==> config.mk <==
export PLATFORM = sky130hd
export DESIGN_NAME = clb_fifo
export DESIGN_NICKNAME = d
export VERILOG_FILES = /design/src/design/clb_fifo.sv
export SDC_FILE = /design/constraint.sdc
export NUM_CORES = 1
export LEC_CHECK = 0
export BUFFER_PORTS_ARGS = -buffer_cell sky130_fd_sc_hd__buf_2
export CORE_MARGIN = 5
export CORE_UTILIZATION = 30
export DETAILED_ROUTE_END_ITERATION = 6
export PLACE_DENSITY_LB_ADDON = 0.2
export SYNTH_ARGS = -nofsm -noshare
export SYNTH_HDL_FRONTEND = slang
export SYNTH_SLANG_ARGS = --single-unit
==> constraint.sdc <==
create_clock -name clk -period 2.2 [get_ports clk]
set_clock_uncertainty 0.05 [all_clocks]
set_input_delay 0.33 -clock clk [delete_from_list [all_inputs] [get_ports clk]]
set_output_delay 0.33 -clock clk [all_outputs]
set_load 0.03 [all_outputs]
==> src/design/clb_fifo.sv <==
// Small register queue with fill count, used between front and back and at the output.
// Depends on nothing; DEPTH must be a power of two.
module clb_fifo #(
  parameter int WIDTH = 8,
  parameter int DEPTH = 4
) (
  input  logic                         clk,
  input  logic                         rst,
  input  logic                         push,
  input  logic [WIDTH-1:0]             wr_data,
  input  logic                         pop,
  output logic [WIDTH-1:0]             rd_data,
  output logic                         empty,
  output logic [$clog2(DEPTH+1)-1:0]   count
);

  localparam int PW = $clog2(DEPTH);
  localparam int CW = $clog2(DEPTH + 1);

  logic [WIDTH-1:0] store [DEPTH];
  logic [PW-1:0]    wptr;
  logic [PW-1:0]    rptr;

  // pointers and fill count
  always_ff @(posedge clk) begin
    if (rst) begin
      wptr  <= '0;
      rptr  <= '0;
      count <= '0;
    end else begin
      if (push) wptr <= wptr + 1'b1;
      if (pop)  rptr <= rptr + 1'b1;
      count <= count + CW'(push) - CW'(pop);
    end
  end

  // payload
  always_ff @(posedge clk) begin
    if (push) store[wptr] <= wr_data;
  end

  assign rd_data = store[rptr];
  assign empty   = (count == '0);

  a_no_overflow: assert property (@(posedge clk) disable iff (rst)
    push |-> (count < CW'(DEPTH)))
    else $error("word pushed into a full queue");

  a_no_underflow: assert property (@(posedge clk) disable iff (rst)
    pop |-> (count != '0))
    else $error("word popped from an empty queue");

endmodule

* After elaboration in Yosys (flattened, before gate mapping)
Memories as Yosys holds them, arrays and structs flattened. A register that Yosys moved wholly into a read port is not among the register bits. Cells that the tools add are included.
Word-level totals: bits in registers 7, memory bits (writable) 32, bits of input ports 12, memories 1
Memories:
- store | words 4, width 8, rd ports 1, clocked after memory_dff 1, wr ports 1, line 20 | logic [WIDTH-1:0] store [DEPTH];
Operators by class: $add $sub $neg 4, muxes and demuxes 4, reduce and logical (&&, ||, !) cells 1
Operator list (number):
- $add 2x1->2 const B | 2
- $mux 2 | 2
- $add 3x1->3 | 1
- $logic_not 3->1 | 1
- $sub 3x1->3 | 1
- $mux 1 | 2

* Depth between registers and ports, before layout
Gate-level depths: netlist of run 1.
word-level depth 3, gate-level depth with buffers 7, mapped depth without buffers 7

* Least setup slack after synthesis of run 1
OpenSTA, ideal clock, no wires.
path kind register to register, from reg count[0], to reg count[2], library setup time 0.064 ns, data arrival time 1.840 ns, setup slack 0.245 ns, stages on the path, launching flop included 8, buffers on the path 0, cells stage by stage dfxtp_1 -> inv_1 -> ha_1 -> inv_1 -> ha_1 -> fa_1 -> xor3_1 -> nor2_1
Between the ends: word-level cells in the longest chain between the ends 2
Ends and longest elaborated chain:
- start, declared | line 14 | output logic [$clog2(DEPTH+1)-1:0] count
- start signal, assigned | line 33 | count <= count + CW'(push) - CW'(pop);
- $add 3x1->3 | line 33
- $sub 3x1->3 | line 33
No other way between the ends. A chain may end at the register's enable or synchronous reset.

==> out/summary.txt, run 1 <==
Status - complete, no violations
CTS tree - built
CTS Hold Bufs - 0
Global-route wire length before repair - 4040 um
Max_cap viols - 0
WP data required - 1.82 ns
Post-route ant nets - 0
Crit Reg-Reg Startpoint - count[0]$_SDFF_PP0_
Postcts setup bufs - 0
Share of cells above drive strength 1 - 0.345
Buffers added on ports - 23
CP peak stage delay - 0.51 ns
Hold path depth - 1
Dpl hpwl - 1760 um
Tcrit/Tclk final - 0.852
DR iter-0 viols - 17
WL final - 2520 um
Final Util - 0.365
Max VDD drop - 517 uV
Multi-input logic area - 410 sq um
DR WL/cell - 13.8 um
Die ar. - 0.00686 sq mm
Setup violations, final - 0
Via count of the routed design - 770
Mapped cell area - 0.00159 sq mm
Static leakage - 0.687 nW
Clock network power share - 0.282
CTS Buffer Depth - 2
CTS sink cnt - 41
Vias in the first global route - 839
CTS root buf - clkbuf_8
Area growth, synth to finish - 17.9%
FF-to-FF End - count[2]$_SDFF_PP0_
Worst relative slew slack - 0.692
Gate Count Post-Synth - 83
Via density - 4.21
Sequential Power Share - 0.536
Worst Hold End - store[1][1]$_DFFE_PP_
Resize count post-CTS - 0
P_int - 1.28 mW
Initial Utilization - 0.309
FF+latch count, synth - 41
DR pass1 iterations - 4
WS Path Type - reg -> out
Pwr Density - 915 mW/mm^2
Reg2Reg Depth - 7
Net Sw Frac - 0.256
Worst setup EP type - output pin
Remaining DRCs - 0
Pre-CTS WS - 0.316 ns
Syn_area_per_cell - 19.2 sq um
Global Route Usage Sum - 0.0774
Nets - 131
Endpoints failing hold - 0
RSZ-0062 raised after global routing - no
Final Critical Period - 1.87 ns
Crit path max-delay cell type - mux4_2
Sw power - 0.439 mW
Skew-Pair Late Insertion Delay - 0.27 ns
Placed Area - 0.00178 sq mm
Total power - 1.71 mW
Cell Rows - 26
Logic pwr share - 0.182
Setup TNS - 0 ns
PnR worst setup slack - 0.326 ns
Clock Pin Slew Worst Setup and Hold Paths - 0.08 ns
Worst hold path type - in -> reg
CP Max Fanout - 8
Worst-margin pin slew - 0.462 ns
R2R setup slack - 0.40 ns
Antenna violations before repair - 0
Die W - 82.8 um
Slew Limit Fails - 0
# IOs - 24
Sequential fraction of the synthesis area - 0.718
Die height - 82.8 um
Worst-path cell chain - buf_4, mux4_2, buf_2
Worst Path Arrival - 1.49 ns
Syn nets - 102
Core area - 0.00514 sq mm
N_diodes - 0
CTS Buf Count - 5
Routability congestion estimate from global placement - 0.676
Number of fill cells - 507
CP Launch Type - register
H-tree depth - 2
Design area - 0.00187 sq mm
F_max - 534 MHz
Largest net degree at the start of global routing - 13
Yosys Warn Count - 0
Hold Startpoint - wr_data[1]
Synth unique cells - 18
Global route overflow - 0
FF+latch area - 0.00114 sq mm
## worst max-delay path by stage
stage | start | to | cells after the start
floorplan | count[0]$_SDFF_PP0_ | count[2]$_SDFF_PP0_ | 7
global placement | pop | count[2]$_SDFF_PP0_ | 7
CTS | register | rd_data[1] | 3
detailed placement | pop | count[2]$_SDFF_PP0_ | 7
finish | register | rd_data[7] | 3
global route | register | rd_data[5] | 3
## layout make-up
cell class,instances,area share
tap,70,0.0467
inverter,6,0.0120
sequential,41,0.609
clock buffer,8,0.0481
timing repair buffer,24,0.0654
multi-input combinational,34,0.219
## metal layers
metal,wire length (um),up-vias,global-route usage
li1,-,366,-
met1,1080,379,0.0893
met2,1200,23,0.121
met3,218,2,0.0376
met4,21,0,0.0357
met5,0,-,0
## registers in the layout, indices dropped and copies added, names as in the netlist, named ones only
name and cells:
store 32, count 3, wptr 2, rptr 2
## cells in the final DEF, fill, tap and decap left out
master	synthesis	routed
nand3b_1	1	1
fa_1	1	1
ha_1	6	6
a21oi_1	1	1
xor3_1	1	1
and2_1	4	4
xnor2_1	2	2
mux4_2	8	8
nor2_1	5	5
dfxtp_1	9	9
clkbuf_8	0	6
nor2b_1	2	2
a21bo_2	1	1
inv_1	6	6
buf_4	0	1
buf_2	0	23
clkbuf_1	0	2
nor3_1	1	1
mux2i_1	1	1
edfxtp_1	32	32
## metrics by stage
stage / hold WS (ns) / cells
final: 0.215 / 183
after CTS: 0.203 / 183
after global placement: 0.481 / 175
after floorplan: 0.352 / 83
after detailed placement: 0.489 / 175
after global routing: 0.205 / 183
## synth_stat cells, drive strengths merged
| master | instances | area [sq um] |
|---|---|---|
| a21bo | 1 | 10.0 |
| a21oi | 1 | 5.00 |
| and2 | 4 | 25.0 |
| buf | 1 | 11.3 |
| clkbuf | 1 | 5.00 |
| dfxtp | 9 | 180 |
| edfxtp | 32 | 961 |
| fa | 1 | 20.0 |
| ha | 6 | 75.1 |
| inv | 6 | 22.5 |
| mux2i | 1 | 10.0 |
| mux4 | 8 | 180 |
| nand3b | 1 | 7.51 |
| nor2 | 5 | 18.8 |
| nor2b | 2 | 12.5 |
| nor3 | 1 | 5.00 |
| xnor2 | 2 | 17.5 |
| xor3 | 1 | 23.8 |
## logic make-up (layout without fill, tap and decap cells)
family	after synthesis	after routing	synth area share
DFF	41	41	0.718
xor gates and xnor gates	3	3	0.0260
and+or+nand+nor	13	13	0.0433
AOI/OAI and AO/OA	2	2	0.00944
adders and majority gates	7	7	0.0598
buffers and inverters	8	38	0.0244
muxes	9	9	0.120
## power groups by stage
stage               registers (mW)  clock network, mW  logic, mW
floorplan                    0.958                  0      0.207
CTS                          0.920              0.507      0.319
global route                 0.926              0.534      0.343
finish                       0.919              0.483      0.313
detailed placement           0.937                  0      0.319
global placement             0.935                  0      0.316
## critical path: cells and delay by family (launching register included)
kind	cells	cell delay [ns]
buffers and inverters	2	0.41
muxes	1	0.51
DFF	1	0.31
Power figures use the tool's default switching activity.
==> run 2, diff against run 1 <==
--- a/config.mk
+++ b/config.mk
@@ -10,6 +10,7 @@
 export CORE_UTILIZATION = 30
 export DETAILED_ROUTE_END_ITERATION = 6
 export PLACE_DENSITY_LB_ADDON = 0.2
+export RECOVER_POWER = 50
 export SYNTH_ARGS = -nofsm -noshare
 export SYNTH_HDL_FRONTEND = slang
 export SYNTH_SLANG_ARGS = --single-unit
==> run 2 against run 1 <==
Against the previous run: count of clock-buffer cells in the layout unchanged; via count down 0.39%; wire length down 0.44%; critical endpoint unchanged; largest power group unchanged; highest routed layer unchanged.
==> out/summary.txt, run 2 (synthesized netlist as in run 1, its figures left out) <==
Status - complete, no violations
WL final - 2510 um
Buf+Inv Stages, Crit Path - 2
CTS root buf - clkbuf_8
Routability congestion estimate from global placement - 0.676
Max VDD drop - 515 uV
Die height - 82.8 um
Commonest cells after routing, fill and taps aside - edfxtp_1 (32), clkbuf_1 (13), buf_2 (12)
# IOs - 24
Worst setup EP type - output pin
CTS Buf Count - 5
Largest register FFs - 32
Hold Slack - 0.266 ns
Top delay family on crit path - multiplexers
Via count of the routed design - 767
Buffers added on ports - 23
Remaining DRCs - 0
CTS sink cnt - 41
Clock Pin Slew Worst Setup and Hold Paths - 0.07 ns
Global Route Usage Sum - 0.0774
Tcrit/Tclk final - 0.852
Nets - 131
Worst hold path type - in -> reg
Commonest non-fill, non-tap cell in the layout - edfxtp_1
Dpl hpwl - 1760 um
Final Util - 0.362
Core area - 0.00514 sq mm
PnR worst setup slack - 0.326 ns
F_max - 534 MHz
Largest net degree at the start of global routing - 13
Area growth, synth to finish - 17.0%
DR iter-0 viols - 22
Global-route wire length before repair - 4040 um
CTS Hold Bufs - 0
Skew-Pair Late Insertion Delay - 0.28 ns
RSZ-0062 raised after global routing - no
Postcts setup bufs - 0
Top reg by flops - store
Worst Path Arrival - 1.49 ns
DR pass1 iterations - 4
Endpoints failing hold - 0
Crit path max-delay cell type - mux4_2
Worst-path cell chain - buf_4, mux4_2, buf_2
Share of cells above drive strength 1 - 0.248
Pwr Density - 919 mW/mm^2
N_diodes - 0
Max_cap viols - 0
WP data required - 1.82 ns
Static leakage - 0.654 nW
Number of fill cells - 511
Resize count post-CTS - 0
Global route overflow - 0
Setup TNS - 0 ns
CP Launch Type - register
Die ar. - 0.00686 sq mm
CTS Buffer Depth - 2
Worst-margin pin slew - 0.462 ns
Vias in the first global route - 839
Cell Rows - 26
Initial Utilization - 0.309
Die W - 82.8 um
Via density - 4.19
Pre-CTS WS - 0.316 ns
Largest registers - store x32, count x3
Slew Limit Fails - 0
CP Max Fanout - 8
Antenna violations before repair - 0
Worst relative slew slack - 0.692
CTS tree - built
Setup violations, final - 0
H-tree depth - 2
Post-route ant nets - 0
Final Critical Period - 1.87 ns
DR WL/cell - 13.7 um
CP peak stage delay - 0.51 ns
WS Path Type - reg -> out
## run 2: cell types whose count changed in the layout (fill, tap and decap cells not counted), sizes merged
cell	previous run	this run
buf	24	13
clkbuf	8	19
## run 2: cell type report
type	count	area, sq um	area share
multi-input cells	34	410	0.221
clock buffers	8	90.1	0.0484
well taps	70	87.6	0.0471
flip-flops and latches	41	1140	0.613
inverters	6	22.5	0.0121
repair buffers	24	109	0.0585
## run 2: power by group
part           internal [mW]  total [mW]  leakage (nW)  switching (mW)
Combinational          0.124       0.306         0.240           0.182
Clock                  0.256       0.484        0.0455           0.228
Sequential             0.890       0.919         0.368          0.0298
## run 2: path summary, 6_finish.rpt
kind	from	end	slack (ns)	cells past startpoint
worst max register to register	count[0]$_SDFF_PP0_	count[2]$_SDFF_PP0_	0.38	7
worst min-delay path	wr_data[0]	store[0][0]$_DFFE_PP_	0.27	1
worst min register to register	rptr[1]$_SDFFE_PP0P_	rptr[1]$_SDFFE_PP0P_	0.50	2
worst max-delay path	register	rd_data[7]	0.33	3
## run 2: worst register-to-register path: stages (launching register included)
cell	delay, ns
dfxtp_1	0.37
inv_1	0.05
ha_1	0.26
inv_1	0.04
ha_1	0.18
fa_1	0.38
xor3_1	0.35
nor2_1	0.08
## run 2: stage by stage
stage / area, sq um / cells / total power [mW]
after detailed placement: 1780 / 175 / 1.26
after CTS: 1870 / 183 / 1.75
after global placement: 1780 / 175 / 1.25
final: 1860 / 183 / 1.71
after floorplan: 1590 / 83 / 1.17
after global routing: 1860 / 183 / 1.80
## run 2: layer usage
layer  global-route usage  wire length (um)
met5                    0                 0
met4               0.0357                21
met3               0.0376               220
met2                0.121              1190
met1               0.0893              1070
==> run 3, diff against run 2 <==
--- a/config.mk
+++ b/config.mk
@@ -7,7 +7,7 @@
 export LEC_CHECK = 0
 export BUFFER_PORTS_ARGS = -buffer_cell sky130_fd_sc_hd__buf_2
 export CORE_MARGIN = 5
-export CORE_UTILIZATION = 30
+export CORE_UTILIZATION = 50
 export DETAILED_ROUTE_END_ITERATION = 6
 export PLACE_DENSITY_LB_ADDON = 0.2
 export RECOVER_POWER = 50
==> run 3 against run 2 <==
Against the previous run: worst hold slack lost 0.066 ns; utilization grew 22 points; sequential cell count is the same; wire length grew 0.44%; non-clock buffer count is the same; setup slack lost 0.085 ns; die area shrank 36%; combinational power grew 2%; count of clock-buffer cells in the layout shrank 1; cell area shrank 3.9%; via count shrank 0.26%; fmax shrank 4.3%; critical path type unchanged; largest power group unchanged; highest routed layer unchanged.
==> out/summary.txt, run 3 (synthesized netlist as in run 1, its figures left out) <==
Status - complete, no violations
Pwr Density - 880 mW/mm^2
Resize count post-CTS - 0
WS Path Type - reg -> out
Die W - 66.4 um
CTS Buffer Depth - 2
Routability congestion estimate from global placement - 0.722
Design area - 0.00179 sq mm
Final Critical Period - 1.96 ns
F_max - 510 MHz
Postcts setup bufs - 0
PnR worst setup slack - 0.241 ns
R2R setup slack - 0.35 ns
Worst-margin pin slew - 0.618 ns
WP data required - 1.82 ns
Tcrit/Tclk final - 0.890
CTS Buf Count - 5
Buffers added on ports - 23
Remaining DRCs - 0
Vias in the first global route - 809
RSZ-0062 raised after global routing - no
Crit Reg-Reg Startpoint - count[0]$_SDFF_PP0_
DR WL/cell - 16.0 um
Sw power - 0.434 mW
Die ar. - 0.00441 sq mm
Worst setup EP type - output pin
Via density - 4.87
Global route overflow - 0
Static leakage - 0.638 nW
Commonest cells after routing, fill and taps aside - edfxtp_1 (32), buf_2 (13), clkbuf_1 (12)
Largest net degree at the start of global routing - 13
DR pass1 iterations - 4
CP Launch Type - register
Clock Pin Slew Worst Setup and Hold Paths - 0.11 ns
WL final - 2520 um
Initial Utilization - 0.521
Placed Area - 0.00175 sq mm
Hold Slack - 0.200 ns
Via count of the routed design - 765
Post-route ant nets - 0
FF-to-FF End - count[2]$_SDFF_PP0_
Net Sw Frac - 0.276
Setup violations, final - 0
Pre-CTS WS - 0.269 ns
Skew-Pair Late Insertion Delay - 0.32 ns
Critical Path End - rd_data[7]
Sequential Power Share - 0.586
DR iter-0 viols - 64
Max VDD drop - 458 uV
Dpl hpwl - 1700 um
Area growth, synth to finish - 12.4%
H-tree depth - 2
CTS Hold Bufs - 0
Endpoints failing hold - 0
Nets - 131
Worst Path Arrival - 1.58 ns
Antenna violations before repair - 0
Slew Limit Fails - 0
P_int - 1.14 mW
Total power - 1.57 mW
N_diodes - 0
Global Route Usage Sum - 0.140
Die height - 66.4 um
Share of cells above drive strength 1 - 0.248
Worst hold path type - in -> reg
Worst relative slew slack - 0.587
Commonest non-fill, non-tap cell in the layout - edfxtp_1
Clock network power share - 0.214
CTS root buf - clkbuf_4
Core area - 0.00305 sq mm
# IOs - 24
Hold path depth - 1
Global-route wire length before repair - 4210 um
Largest registers - store x32, count x3
CTS tree - built
Cell Rows - 20
Logic pwr share - 0.199
Top reg by flops - store
Reg2Reg Depth - 7
CTS sink cnt - 41
Max_cap viols - 0
Setup TNS - 0 ns
CP Max Fanout - 8
Largest register FFs - 32
==> run 3: cell types whose count changed in the layout (fill, tap and decap cells not counted) <==
cell	previous run	this run
and2_0	0	1
and2_1	4	3
buf_2	12	13
clkbuf_1	13	12
clkbuf_4	0	5
clkbuf_8	6	0
clkinv_1	0	1
==> run 3: critical path: stages, from the launching register on <==
cell and delay, ns:
dfxtp_1 0.33, buf_4 0.21, mux4_2 0.52, buf_2 0.19
==> run 3: metal layers <==
layer / share of wire / up-vias / track usage
met4: 0.0072 / 0 / 0.0457
met1: 0.41 / 380 / 0.166
li1: - / 366 / -
met5: 0 / - / 0
met3: 0.053 / 2 / 0.0663
met2: 0.53 / 17 / 0.223
==> run 3: how the worst min path moves through the flow <==
stage	slack, ns	end	start
detailed placement	0.50	store[2][3]$_DFFE_PP_	wr_data[3]
global placement	0.48	rptr[1]$_SDFFE_PP0P_	rptr[0]$_SDFFE_PP0P_
floorplan	0.35	count[0]$_SDFF_PP0_	rst
finish	0.20	store[0][0]$_DFFE_PP_	wr_data[0]
global route	0.16	store[1][0]$_DFFE_PP_	wr_data[0]
CTS	0.14	store[1][0]$_DFFE_PP_	wr_data[0]
==> run 3: area by class of cell <==
type	count	area, sq um
Fill cell	262	1260
Sequential cell	41	1140
Multi-Input combinational cell	34	410
Timing Repair Buffer	24	110
Tap cell	44	55.1
Clock buffer	7	45.0
Inverter	6	22.5
Clock inverter	1	3.75
==> run 3: stage by stage <==
| step | util | cells |
|---|---|---|
| 2_1_floorplan | - | 83 |
| 3_3_place_gp | 0.574 | 149 |
| 3_5_place_dp | 0.574 | 149 |
| 4_1_cts | 0.590 | 157 |
| 5_1_grt | 0.586 | 157 |
| 6_report | 0.586 | 157 |
==> run 3: power groups by stage <==
stage	Combinational [mW]	Sequential (mW)	Clock (mW)
floorplan	0.207	0.958	0
global route	0.346	0.931	0.405
detailed placement	0.322	0.939	0
finish	0.313	0.922	0.337
CTS	0.326	0.924	0.353
global placement	0.310	0.933	0
