--- src/design/clb_pkg.sv ---
// Shared types and constants for the 3D table color lookup block.
// No dependencies; the front, back and top files refer to this package by scoped names.
package clb_pkg;

  // address field wide enough for the largest supported grid (63 points per axis)
  localparam int LUT_ADDR_W = 19;

  // queue depths (powers of two) and their fill count widths
  localparam int MID_DEPTH = 4;
  localparam int OUT_DEPTH = 16;
  localparam int MID_CNT_W = $clog2(MID_DEPTH + 1);
  localparam int OUT_CNT_W = $clog2(OUT_DEPTH + 1);

  // configuration register indexes
  localparam logic [1:0] REG_LUT_DIM         = 2'd0;
  localparam logic [1:0] REG_SAMPLE_DEPTH    = 2'd1;
  localparam logic [1:0] REG_BLEND_INTENSITY = 2'd2;

  // arithmetic constants
  localparam logic [5:0]  DIM_MIN       = 6'd2;
  localparam logic [6:0]  INTEN_MAX     = 7'd100;
  localparam logic [15:0] RESCALE_MUL   = 16'hFF01;   // floor(n/257) = (n*0xFF01) >> 24
  localparam int          RESCALE_SHIFT = 24;
  localparam logic [23:0] RECIP_100     = 24'd10737419; // ceil(2^30/100)
  localparam int          RECIP_SHIFT   = 30;

  typedef enum logic {
    KIND_LOAD  = 1'b0,
    KIND_PIXEL = 1'b1
  } item_kind_t;

  // input word
  typedef struct packed {
    logic        req_type;
    logic [15:0] entry_index;
    logic [15:0] entry_red;
    logic [15:0] entry_green;
    logic [15:0] entry_blue;
    logic [15:0] pixel_red;
    logic [15:0] pixel_green;
    logic [15:0] pixel_blue;
    logic [15:0] pixel_alpha;
  } req_t;

  // result word
  typedef struct packed {
    logic [15:0] out_red;
    logic [15:0] out_green;
    logic [15:0] out_blue;
    logic [15:0] out_alpha;
  } res_t;

  // effective configuration, already clamped
  typedef struct packed {
    logic [5:0]  dim;
    logic [11:0] dim_sq;
    logic        depth16;
    logic [6:0]  inten;
  } cfg_t;

  // per pixel data that rides along the datapath; channel 0 red, 1 green, 2 blue
  typedef struct packed {
    logic [2:0][15:0] frac;
    logic [2:0][15:0] val;
    logic [15:0]      alpha;
  } side_t;

  // classified word between front and back
  typedef struct packed {
    item_kind_t              kind;
    logic [LUT_ADDR_W-1:0]   addr;   // entry index for loads, cell base for pixels
    logic [47:0]             ent;    // red, green, blue of a load
    side_t                   side;
  } work_t;

endpackage

--- src/design/clb_front.sv ---
// Front end: accepts words, scales pixel samples into cell index and fraction, forms the
// cell base address and hands classified words to the middle queue. Uses clb_pkg.
module clb_front (
  input  logic                           clk,
  input  logic                           rst,
  input  logic                           push,
  input  clb_pkg::req_t                  req,
  output logic                           full,
  input  clb_pkg::cfg_t                  cfg,
  input  logic [clb_pkg::MID_CNT_W-1:0]  mid_count,
  output logic                           mid_push,
  output clb_pkg::work_t                 mid_word
);

  localparam int SW = clb_pkg::MID_CNT_W + 1;

  logic           accept;
  logic           f1_v;
  clb_pkg::req_t  f1_req;
  logic           f2_v;
  clb_pkg::work_t f2_word;
  logic [5:0]     f2_cell [3];

  logic [15:0]    pix      [3];
  logic [15:0]    samp     [3];
  logic [21:0]    scaled   [3];
  logic [5:0]     cell_idx [3];
  logic [5:0]     dim_m1;
  clb_pkg::work_t f1_word;
  logic [11:0]    prod_b;
  logic [17:0]    prod_g;
  logic [clb_pkg::LUT_ADDR_W-1:0] base;

  // credit: queue fill plus words still in the front must leave a free slot
  assign full   = (SW'(mid_count) + SW'(f1_v) + SW'(f2_v)) >= SW'(clb_pkg::MID_DEPTH);
  assign accept = push & ~full;

  // stage valids
  always_ff @(posedge clk) begin
    if (rst) begin
      f1_v <= 1'b0;
      f2_v <= 1'b0;
    end else begin
      f1_v <= accept;
      f2_v <= f1_v;
    end
  end

  // stage payloads
  always_ff @(posedge clk) begin
    if (accept) f1_req <= req;
    f2_word <= f1_word;
    for (int k = 0; k < 3; k++) f2_cell[k] <= cell_idx[k];
  end

  // sample scaling: t = v*(dim-1), cell = t >> depth, fraction made 0.16
  assign pix[0] = f1_req.pixel_red;
  assign pix[1] = f1_req.pixel_green;
  assign pix[2] = f1_req.pixel_blue;
  assign dim_m1 = cfg.dim - 6'd1;

  always_comb begin
    f1_word            = '0;
    f1_word.kind       = clb_pkg::item_kind_t'(f1_req.req_type);
    f1_word.addr       = clb_pkg::LUT_ADDR_W'(f1_req.entry_index);
    f1_word.ent        = {f1_req.entry_red, f1_req.entry_green, f1_req.entry_blue};
    f1_word.side.alpha = f1_req.pixel_alpha;
    for (int k = 0; k < 3; k++) begin
      samp[k]     = cfg.depth16 ? pix[k] : {8'h00, pix[k][7:0]};
      scaled[k]   = 22'(samp[k]) * 22'(dim_m1);
      cell_idx[k] = cfg.depth16 ? scaled[k][21:16] : scaled[k][13:8];
      f1_word.side.val[k]  = samp[k];
      f1_word.side.frac[k] = cfg.depth16 ? scaled[k][15:0] : {scaled[k][7:0], 8'h00};
    end
  end

  // cell base: red + blue*dim + green*dim^2
  assign prod_b = 12'(f2_cell[2]) * 12'(cfg.dim);
  assign prod_g = 18'(f2_cell[1]) * 18'(cfg.dim_sq);
  assign base   = clb_pkg::LUT_ADDR_W'(f2_cell[0]) + clb_pkg::LUT_ADDR_W'(prod_b)
                + clb_pkg::LUT_ADDR_W'(prod_g);

  always_comb begin
    mid_word = f2_word;
    if (f2_word.kind == clb_pkg::KIND_PIXEL) mid_word.addr = base;
  end

  assign mid_push = f2_v;

  a_mid_room: assert property (@(posedge clk) disable iff (rst)
    f2_v |-> (mid_count < clb_pkg::MID_CNT_W'(clb_pkg::MID_DEPTH)))
    else $error("front credit let a word reach a full middle queue");

endmodule

--- config.mk ---
export PLATFORM = sky130hd
export DESIGN_NAME = clb_front
export DESIGN_NICKNAME = d
export VERILOG_FILES = /design/src/design/clb_pkg.sv /design/src/design/clb_front.sv
export SDC_FILE = /design/constraint.sdc
export NUM_CORES = 1
export LEC_CHECK = 0
export BUFFER_PORTS_ARGS = -buffer_cell sky130_fd_sc_hd__clkbuf_2
export CORE_AREA = 5 5 220 222
export CTS_BUF_LIST = sky130_fd_sc_hd__clkbuf_8
export CTS_CLUSTER_SIZE = 40
export DETAILED_ROUTE_END_ITERATION = 8
export DIE_AREA = 0 0 225 227
export GPL_TIMING_DRIVEN = 0
export PLACE_DENSITY = 0.71
export SYNTH_ARGS = -nofsm -noshare
export SYNTH_HDL_FRONTEND = slang
export SYNTH_SLANG_ARGS = --single-unit
--- constraint.sdc ---
create_clock -name clk -period 11.3 [get_ports clk]
set_input_delay 2.26 -clock clk [delete_from_list [all_inputs] [get_ports clk]]
set_output_delay 2.26 -clock clk [all_outputs]
set_load 0.02 [all_outputs]
# ---- After elaboration in Yosys (flattened, before gate mapping)
# Memory sizes are Yosys's and may differ from the RTL's.
# Index checks and enable logic that the tools add are counted.
dict set report word_totals {
  mem_bits_rw 18
  romBits 0
  output_inout_bits 182
  in_bits 161
  regBits 308
  word_cells 48
  n_memories 1
  latch_bits 0
}
dict set report op_classes {
  mux 10
  mul 5
  n_lt_le_gt_ge 1
  eq_ne 0
  n_reduce_logical 0
  n_shift 0
  add_sub_neg 5
  div 0
  n_bitwise 2
}
# name words word_bits rd rd_ports_with_merged_regs write_ports line
set memory_table {}
lappend memory_table {f2_cell 3 6 3 0 3 clb_front.sv:22} ;# logic [5:0] f2_cell [3];
# operator count
set ops {}
lappend ops {{$mux 16} 6}
lappend ops {{$mul 16x6->22} 3}
lappend ops {{$add 13x18->19} 1}
lappend ops {{$mux 19} 1}
lappend ops {{$mul 6x12->18} 1}
lappend ops {{$mux 6} 3}
lappend ops {{$add 6x12->13} 1}
lappend ops {{$mul 6x6->12} 1}
lappend ops {{$sub 6x1->6 const B} 1}
lappend ops {{$add 3x1->4} 1}
lappend ops {{$add 4x1->4} 1}
lappend ops {{$ge 4x3->1 const B} 1}
lappend ops {{$and 1x1->1} 1}
lappend ops {{$not 1->1} 1}

# ---- Depth between registers and ports, before layout
# Gate-level depths: netlist of the first run.
dict set report logic_depth {
  word_depth 5
  ltp_mapped 22
  depth_no_buf 20
}

# ---- Least setup slack after synthesis of the first run
# Ideal clock, no wire load.
dict set report synth_timing {
  path_kind {input-to-output}
  startpoint {in cfg[20] (netlist bit)}
  endpoint {out mid_word[178] (netlist bit)}
  t_arrival_ns 7.057
  n_path_buf 1
  cell_stages 19
  setup_slack_ns 1.983
  t_required_ns 9.040
  cell_sequence {clkbuf_1 -> and2_1 -> fa_1 -> inv_1 -> fa_1 -> inv_1 -> fa_1 -> fa_1 -> inv_1 -> fa_1 -> inv_1 -> ha_1 -> o21a_1 -> o31a_1 -> o41a_1 -> o21ai_1 -> a21oi_1 -> o21ai_0 -> nor3b_1}
}
# element line
set synth_lines {}
lappend synth_lines {{from (decl)} clb_front.sv:9} ;# input clb_pkg::cfg_t cfg,
lappend synth_lines {{to (decl)} clb_front.sv:12} ;# output clb_pkg::work_t mid_word

==> out/metrics.cfg, run 1 <==
[status]
outcome=completed

[clock_tree]
cts_tree=built
hold_buffers=0
post-cts-setup-buffers=0
cts-buffers-inserted=54
cts.sinks=326
clock_latency_ns=0.65
htree_levels=2
clockRootBuffer=clkbuf_8
cts_resized=0
clk_pin_slew_ns=0.06
clk_path_buf_depth=3

[routing]
antenna_left=0
route.detailed.drc=0
dr_total_vias=16410
first_iter_violations=854
wl_per_cell_um=18.38
routed_wl_um=59930
via_per_inst=5.033
first_pass_iters=5

[setup_path]
path_buf_inv=8
critPathRequiredTime_ns=9.04
cp_top_family=adder cells
r2r_slack_ns=6.50
path_cells=clkbuf_2 > clkbuf_1 > nand2_1 > fa_1 > inv_1 > ha_1 > inv_1 > fa_1 > inv_1 > fa_1 > inv_1 > fa_1 > inv_1 > ha_1 > nor2b_1 > o31a_1 > o41a_1 > o21ai_1 > a21oi_1 > o21ai_0 > nor3b_1 > clkbuf_2
critPathSlowestCell=clkbuf_1
worst_ep_arrival_time_ns=7.81
critPathKind=in2out
path_common_cell=inv_1
end_kind=output pin
path_max_fanout=10
cpPeakStageDelay_ns=0.66
worstSetupStartpointType=input port
ff2ff_path_depth=14
r2r-start=f1_req[21]
crit_path_start=cfg[20]
r2r-end=f2_cell[0][15]

[flow_run]
drv_cap=0

[timing]
relSlewSlack_pct=22.29
fin_crit_sh_pct=89.12
worst_slack_ns=1.229
finalSetupViolCount=0
worst_pin_slew_ns=1.157
rsz0062_at_grt=false
clock_skew_ns=0.03976
slew_viol_final=0
finalSetupTns_ns=0
fmaxAchievable_mhz=99.29
layout_min_cycle_time_ns=10.07
hold_violations=0

[pwr]
netSwitchingFraction_pct=47.79
total_power_w=0.008714
p_seq_share_pct=16.6
pwr_density_cell_nw_per_um2=329.3
intPower_w=0.004550
leakagePower_nw=13.27
power_frac_comb_pct=71.3
vdd_drop_max_mv=0.8534
pwr-share-clk_pct=12.2
p_switching_w=0.004164

[synthesis]
syn_nets=2793
synth_cell_type_count=74
synthArstFlopShare_pct=0
synth-main-ff-cell=dfxtp_1
ys_warn_count=0
synth_edf_count=129
synthCells=2221
seq_area_frac_synth_pct=34.16
synth_area_per_cell_um2=10.31
synthesis.area_um2=22890
synth-seq-cells=326

[floorplan]
start_util_pct=49.58
die_x_um=225
io_pins=343
core_region_area_um2=46160
rows=79
die_area_um2=51080
die_h_um=227

[global_route]
track_usage_pct=23.33
grt_overflow=0
grt_use_met3_pct=4.410
grt_use_met2_pct=40.72
use_met1_pct=29.35
grt_pass1_vias=17730
grt_pass1_wl_um=93150
busiest_layer=met2
antenna_found_initial=4
grt_max_degree=69

[place]
gp_congestion=0.9207
dp_cells=3159
dp_hpwl_um=47340
io_buffers=330
pre_cts_slack_ns=1.298

[worst_hold_path]
holdPathEnd=f2_word[165]
hp-class=reg2reg
hold_path_depth=0
hold_start=f1_req[117]

[cells_and_area]
fin_nets=3180
fillers=3977
multi_input_area_um2=12220
drive_above_1_share_pct=23.45
regArea_um2=7818
syn_to_final_growth_pct=15.60
fin_util_pct=57.32
final_cell_count_no_fill=3261

-- cell families after synthesis --
logic type	after synthesis	synth area share (%)
XOR/XNOR	53	2.028
flip-flops	326	34.16
AO/OA/AOI/OAI	202	6.352
AND/OR/NAND/NOR	598	12.70
buffers and inverters	598	12.45
multiplexers	33	1.580
adder cells (fa/ha/maj)	411	30.73
-- power by group through the flow --
stage	logic [W]	registers [W]	clock network, W
2_1_floorplan	0.00467	0.00144	0
3_3_place_gp	0.00606	0.00147	0
3_5_place_dp	0.00619	0.00147	0
4_1_cts	0.00624	0.00145	0.00110
5_1_grt	0.00695	0.00146	0.00116
6_report	0.00621	0.00144	0.00106
-- per-stage QoR --
step                      area (um^2)  hold slack (ns)
after detailed placement        25330           0.3269
after CTS                       26460           0.3339
after global placement          25300           0.3232
after global routing            26460           0.3373
after floorplan                 22890           0.3233
final                           26460           0.3332
-- worst reg2reg max path: cells and delay by family (launching register included) --
| kind | cells | cell delay (ns) |
|---|---|---|
| simple gates | 1 | 0.22 |
| buf+inv | 2 | 0.10 |
| compound gates | 6 | 1.76 |
| flops | 1 | 0.54 |
| fa+ha+maj | 4 | 1.91 |
| mux | 1 | 0.10 |
-- worst max path at each step --
| stage | to | slack, ns | cells after the start |
|---|---|---|---|
| finish | mid_word[178] | 1.23 | 22 |
| global route | mid_word[177] | 1.01 | 22 |
| CTS | mid_word[176] | 1.29 | 22 |
| detailed placement | mid_word[176] | 1.30 | 22 |
| global placement | mid_word[176] | 1.37 | 22 |
| floorplan | mid_word[178] | 1.98 | 19 |
-- layout by cell type, fill, tap and decap left out, drive strengths merged, types with 28 or more instances in the layout --
cell type	instances
clkbuf	450
o21ai	28
nand2	218
nor2	116
fa	252
xnor2	35
ha	159
a21o	35
a21oi	51
and2	132
buf	165
inv	404
dfxtp	197
edfxtp	129
nor2b	31
-- Yosys cell counts, types with 6 or more instances --
cell type | instances | area (um^2)
inv_1 | 374 | 1404
fa_1 | 252 | 5045
nand2_1 | 218 | 818.3
dfxtp_1 | 197 | 3944
buf_4 | 161 | 1209
ha_1 | 159 | 1989
and2_1 | 131 | 819.5
edfxtp_1 | 129 | 3874
nor2_1 | 116 | 435.4
clkbuf_1 | 59 | 221.5
a21oi_1 | 51 | 255.2
a21o_1 | 35 | 262.8
xnor2_1 | 35 | 306.5
nor2b_1 | 31 | 193.9
o21ai_0 | 25 | 125.1
mux2_2 | 21 | 236.5
nand2b_1 | 20 | 125.1
or2_2 | 19 | 118.9
xor2_1 | 18 | 157.7
and3_1 | 12 | 75.07
mux2i_1 | 11 | 110.1
nand3_1 | 10 | 50.05
nand4_1 | 9 | 56.30
nor3_1 | 9 | 45.04
o21a_1 | 9 | 67.56
a211oi_1 | 8 | 60.06
o21bai_1 | 8 | 60.06
or3_1 | 6 | 37.54
-- final cells by class --
cell class	instances	area share (%)
Antenna cell	1	0.009458
Buffer	223	5.448
Clock buffer	61	3.173
Clock inverter	40	1.088
Inverter	375	5.320
Multi-Input combinational cell	1297	46.20
Sequential cell	326	29.55
Tap cell	607	2.870
Timing Repair Buffer	331	6.346
-- routing by layer --
metal | wire, um | up-vias
li1 | - | 7617
met1 | 24150 | 8102
met2 | 29870 | 547
met3 | 3950 | 142
met4 | 1944 | 4
met5 | 25 | -
-- registers in the layout (all words and copies together) (netlist names) --
signal / cells
f1_req: 129
f1_v: 1
f2_cell: 18
f2_word: 16
mid_push: 1
mid_word: 161
Note: power is estimated with default switching activity, not from simulation.
==> run 2: changes to the inputs <==
--- a/config.mk
+++ b/config.mk
@@ -6,11 +6,11 @@
 export NUM_CORES = 1
 export LEC_CHECK = 0
 export BUFFER_PORTS_ARGS = -buffer_cell sky130_fd_sc_hd__clkbuf_2
-export CORE_AREA = 5 5 220 222
+export CORE_AREA = 2 2 217 219
 export CTS_BUF_LIST = sky130_fd_sc_hd__clkbuf_8
 export CTS_CLUSTER_SIZE = 40
 export DETAILED_ROUTE_END_ITERATION = 8
-export DIE_AREA = 0 0 225 227
+export DIE_AREA = 0 0 219 221
 export GPL_TIMING_DRIVEN = 0
 export PLACE_DENSITY = 0.71
 export SYNTH_ARGS = -nofsm -noshare
==> run 2 against run 1 <==
  * Clock skew increased by 0.0067 ns
  * Sequential cell count unchanged
  * Clock-buffer cell count increased by 3
  * Core utilization increased by 0.34 points
  * Non-clock buffer count increased by 1
  * Maximum frequency increased by 0.11%
  * Via count increased by 0.69%
  * Critical path depth unchanged
  * Register-to-register slack got worse by 0.05 ns
  * First-iteration DRC count increased by 36%
  * Final area increased by 0.38%
  * Power increased by 0.22%
  * Critical path type unchanged
  * Critical endpoint is now mid_word[176]
==> out/metrics.cfg, run 2 (synthesized netlist as in run 1, its figures left out) <==
[place]
gp_congestion=0.9091  ; -1.3%
io_buffers=330  ; unchanged
dp_cells=3160  ; +0.032%
dp_hpwl_um=46270  ; -2.3%

[clock_tree]
post-cts-setup-buffers=0  ; unchanged
clk_path_buf_depth=3  ; unchanged
cts_tree=built
clockRootBuffer=clkbuf_8
cts.sinks=326  ; unchanged
htree_levels=2  ; unchanged
clock_latency_ns=0.68  ; +0.03 ns
clk_pin_slew_ns=0.06  ; about the same
cts_resized=0  ; unchanged
cts-buffers-inserted=54  ; unchanged
hold_buffers=0  ; unchanged

[pwr]
netSwitchingFraction_pct=47.44  ; -0.35 points
pwr_density_cell_nw_per_um2=328.8  ; -0.16%
p_switching_w=0.004143  ; -0.51%
pwr-share-clk_pct=13.0  ; +0.8 points
power_frac_comb_pct=70.5  ; -0.8 points
intPower_w=0.004590  ; +0.88%
leakagePower_nw=13.28  ; about the same
p_seq_share_pct=16.5  ; about the same
vdd_drop_max_mv=1.207  ; +41%

[global_route]
track_usage_pct=24.88  ; +1.5 points
grt_pass1_wl_um=93010  ; -0.16%
antenna_found_initial=5  ; +1
grt_pass1_vias=17880  ; +0.86%
grt_overflow=0  ; unchanged
grt_max_degree=69  ; unchanged

[timing]
relSlewSlack_pct=18.84  ; -3.5 points
hold_violations=0  ; unchanged
clock_skew_ns=0.04646  ; +0.006692 ns
worst_pin_slew_ns=1.217  ; +0.06010 ns
finalSetupTns_ns=0  ; unchanged
finalSetupViolCount=0  ; unchanged
holdWs_ns=0.3317  ; -0.001456 ns
fmaxAchievable_mhz=99.41  ; +0.11%
slew_viol_final=0  ; unchanged
rsz0062_at_grt=false
layout_min_cycle_time_ns=10.06  ; -0.01120 ns
fin_crit_sh_pct=89.03  ; -0.099 points

[status]
outcome=completed

[cells_and_area]
layout_commonest_cell=inv_1
fin_nets=3181  ; +0.031%
fin_util_pct=57.66  ; +0.34 points
syn_to_final_growth_pct=16.04
final_cell_count_no_fill=3262  ; +0.031%
largest_reg_flops=161  ; unchanged
final_cell_mix=inv_1 (390), clkbuf_2 (330), fa_1 (252)
fillers=4091  ; +2.9%
drive_above_1_share_pct=23.78  ; +0.33 points

[routing]
dr_wl_met2_um=29330  ; -1.8%
met3WireLength_um=4041  ; +2.3%
wl_per_cell_um=18.09  ; -1.6%
via_per_inst=5.066  ; +0.66%
top_layer=met5
first_pass_iters=6  ; +1
routed_wl_um=59010  ; -1.5%
route.detailed.drc=0  ; unchanged
dr_total_vias=16530  ; +0.69%
first_iter_violations=1163  ; +36%
wl_met1_um=22980  ; -4.8%
antenna_left=0  ; unchanged

[worst_hold_path]
hold_path_depth=0  ; unchanged
holdPathEnd=f2_word[164]
hold_start=f1_req[116]
hp-class=reg2reg

[flow_run]
drv_cap=0  ; unchanged

[floorplan]
die_h_um=221  ; -2.6%
start_util_pct=49.69  ; +0.11 points
die_x_um=219  ; -2.7%
rows=79  ; unchanged
core_region_area_um2=46060  ; -0.21%
die_area_um2=48400  ; -5.2%
io_pins=343  ; unchanged

[setup_path]
ff2ff_path_depth=14  ; unchanged
r2r-start=f1_req[21]
critPathSlowestCell=clkbuf_1
critPathRequiredTime_ns=9.04  ; about the same
cpPeakStageDelay_ns=0.67  ; about the same
path_max_fanout=10  ; unchanged
path_cells=clkbuf_2 > clkbuf_1 > nand2_1 > fa_1 > inv_1 > ha_1 > inv_1 > fa_1 > inv_1 > fa_1 > inv_1 > fa_1 > inv_1 > ha_1 > nor2b_1 > o31a_1 > o41a_1 > o21ai_1 > nand2_1 > a21oi_1 > mux2i_1 > clkbuf_2
worstSetupStartpointType=input port
r2r-end=f2_cell[0][15]
r2r_slack_ns=6.45  ; -0.05 ns
critPathKind=in2out
path_common_cell=inv_1
worst_ep_arrival_time_ns=7.80  ; about the same
end_kind=output pin

run 2: power groups by stage:
stage	clock network, W	registers, W	logic (W)
CTS	0.00117	0.00144	0.00619
detailed placement	0	0.00147	0.00615
global placement	0	0.00147	0.00606
finish	0.00113	0.00144	0.00616
global route	0.00122	0.00146	0.00685
floorplan	0	0.00144	0.00467
run 2: per-layer routing:
layer  track usage [%]  vias up
met2             43.09      619
met4             11.42        2
li1                  -     7620
met3             4.742      173
met1             29.82     8112
met5                 0        -
run 2: stage by stage:
stage	total power [W]	instance area, um^2	setup WS (ns)
floorplan	0.006102	22890	1.983
global placement	0.007525	25300	1.297
detailed placement	0.007612	25360	1.276
CTS	0.008805	26560	1.267
global route	0.009524	26560	0.9890
finish	0.008733	26560	1.240
run 2: area by class of cell:
type / count / area, um^2 / area share, %
clock buffer: 64 / 880.8 / 3.317
antenna: 1 / 2.502 / 0.009422
inverter: 375 / 1408 / 5.300
multi-input combinational: 1297 / 12220 / 46.03
buffer: 223 / 1441 / 5.427
clock inverter: 37 / 319.1 / 1.201
tap: 607 / 759.5 / 2.860
timing repair buffer: 332 / 1707 / 6.426
sequential: 326 / 7818 / 29.43
run 2: how the worst max path moves through the flow:
stage	cells past startpoint	from	endpoint	slack (ns)
floorplan	19	cfg[20]	mid_word[178]	1.98
CTS	22	cfg[20]	mid_word[176]	1.27
detailed placement	22	cfg[20]	mid_word[176]	1.28
finish	22	cfg[20]	mid_word[176]	1.24
global placement	22	cfg[20]	mid_word[176]	1.30
global route	22	cfg[20]	mid_word[176]	0.99
run 2: worst max-delay path: cells and delay by family:
kind                     cells  cell delay [ns]
multiplexers                 1             0.24
buffers and inverters        8             1.22
AND/OR/NAND/NOR              3             0.45
AO/OA/AOI/OAI                4             1.07
adder cells (fa/ha/maj)      6             2.56
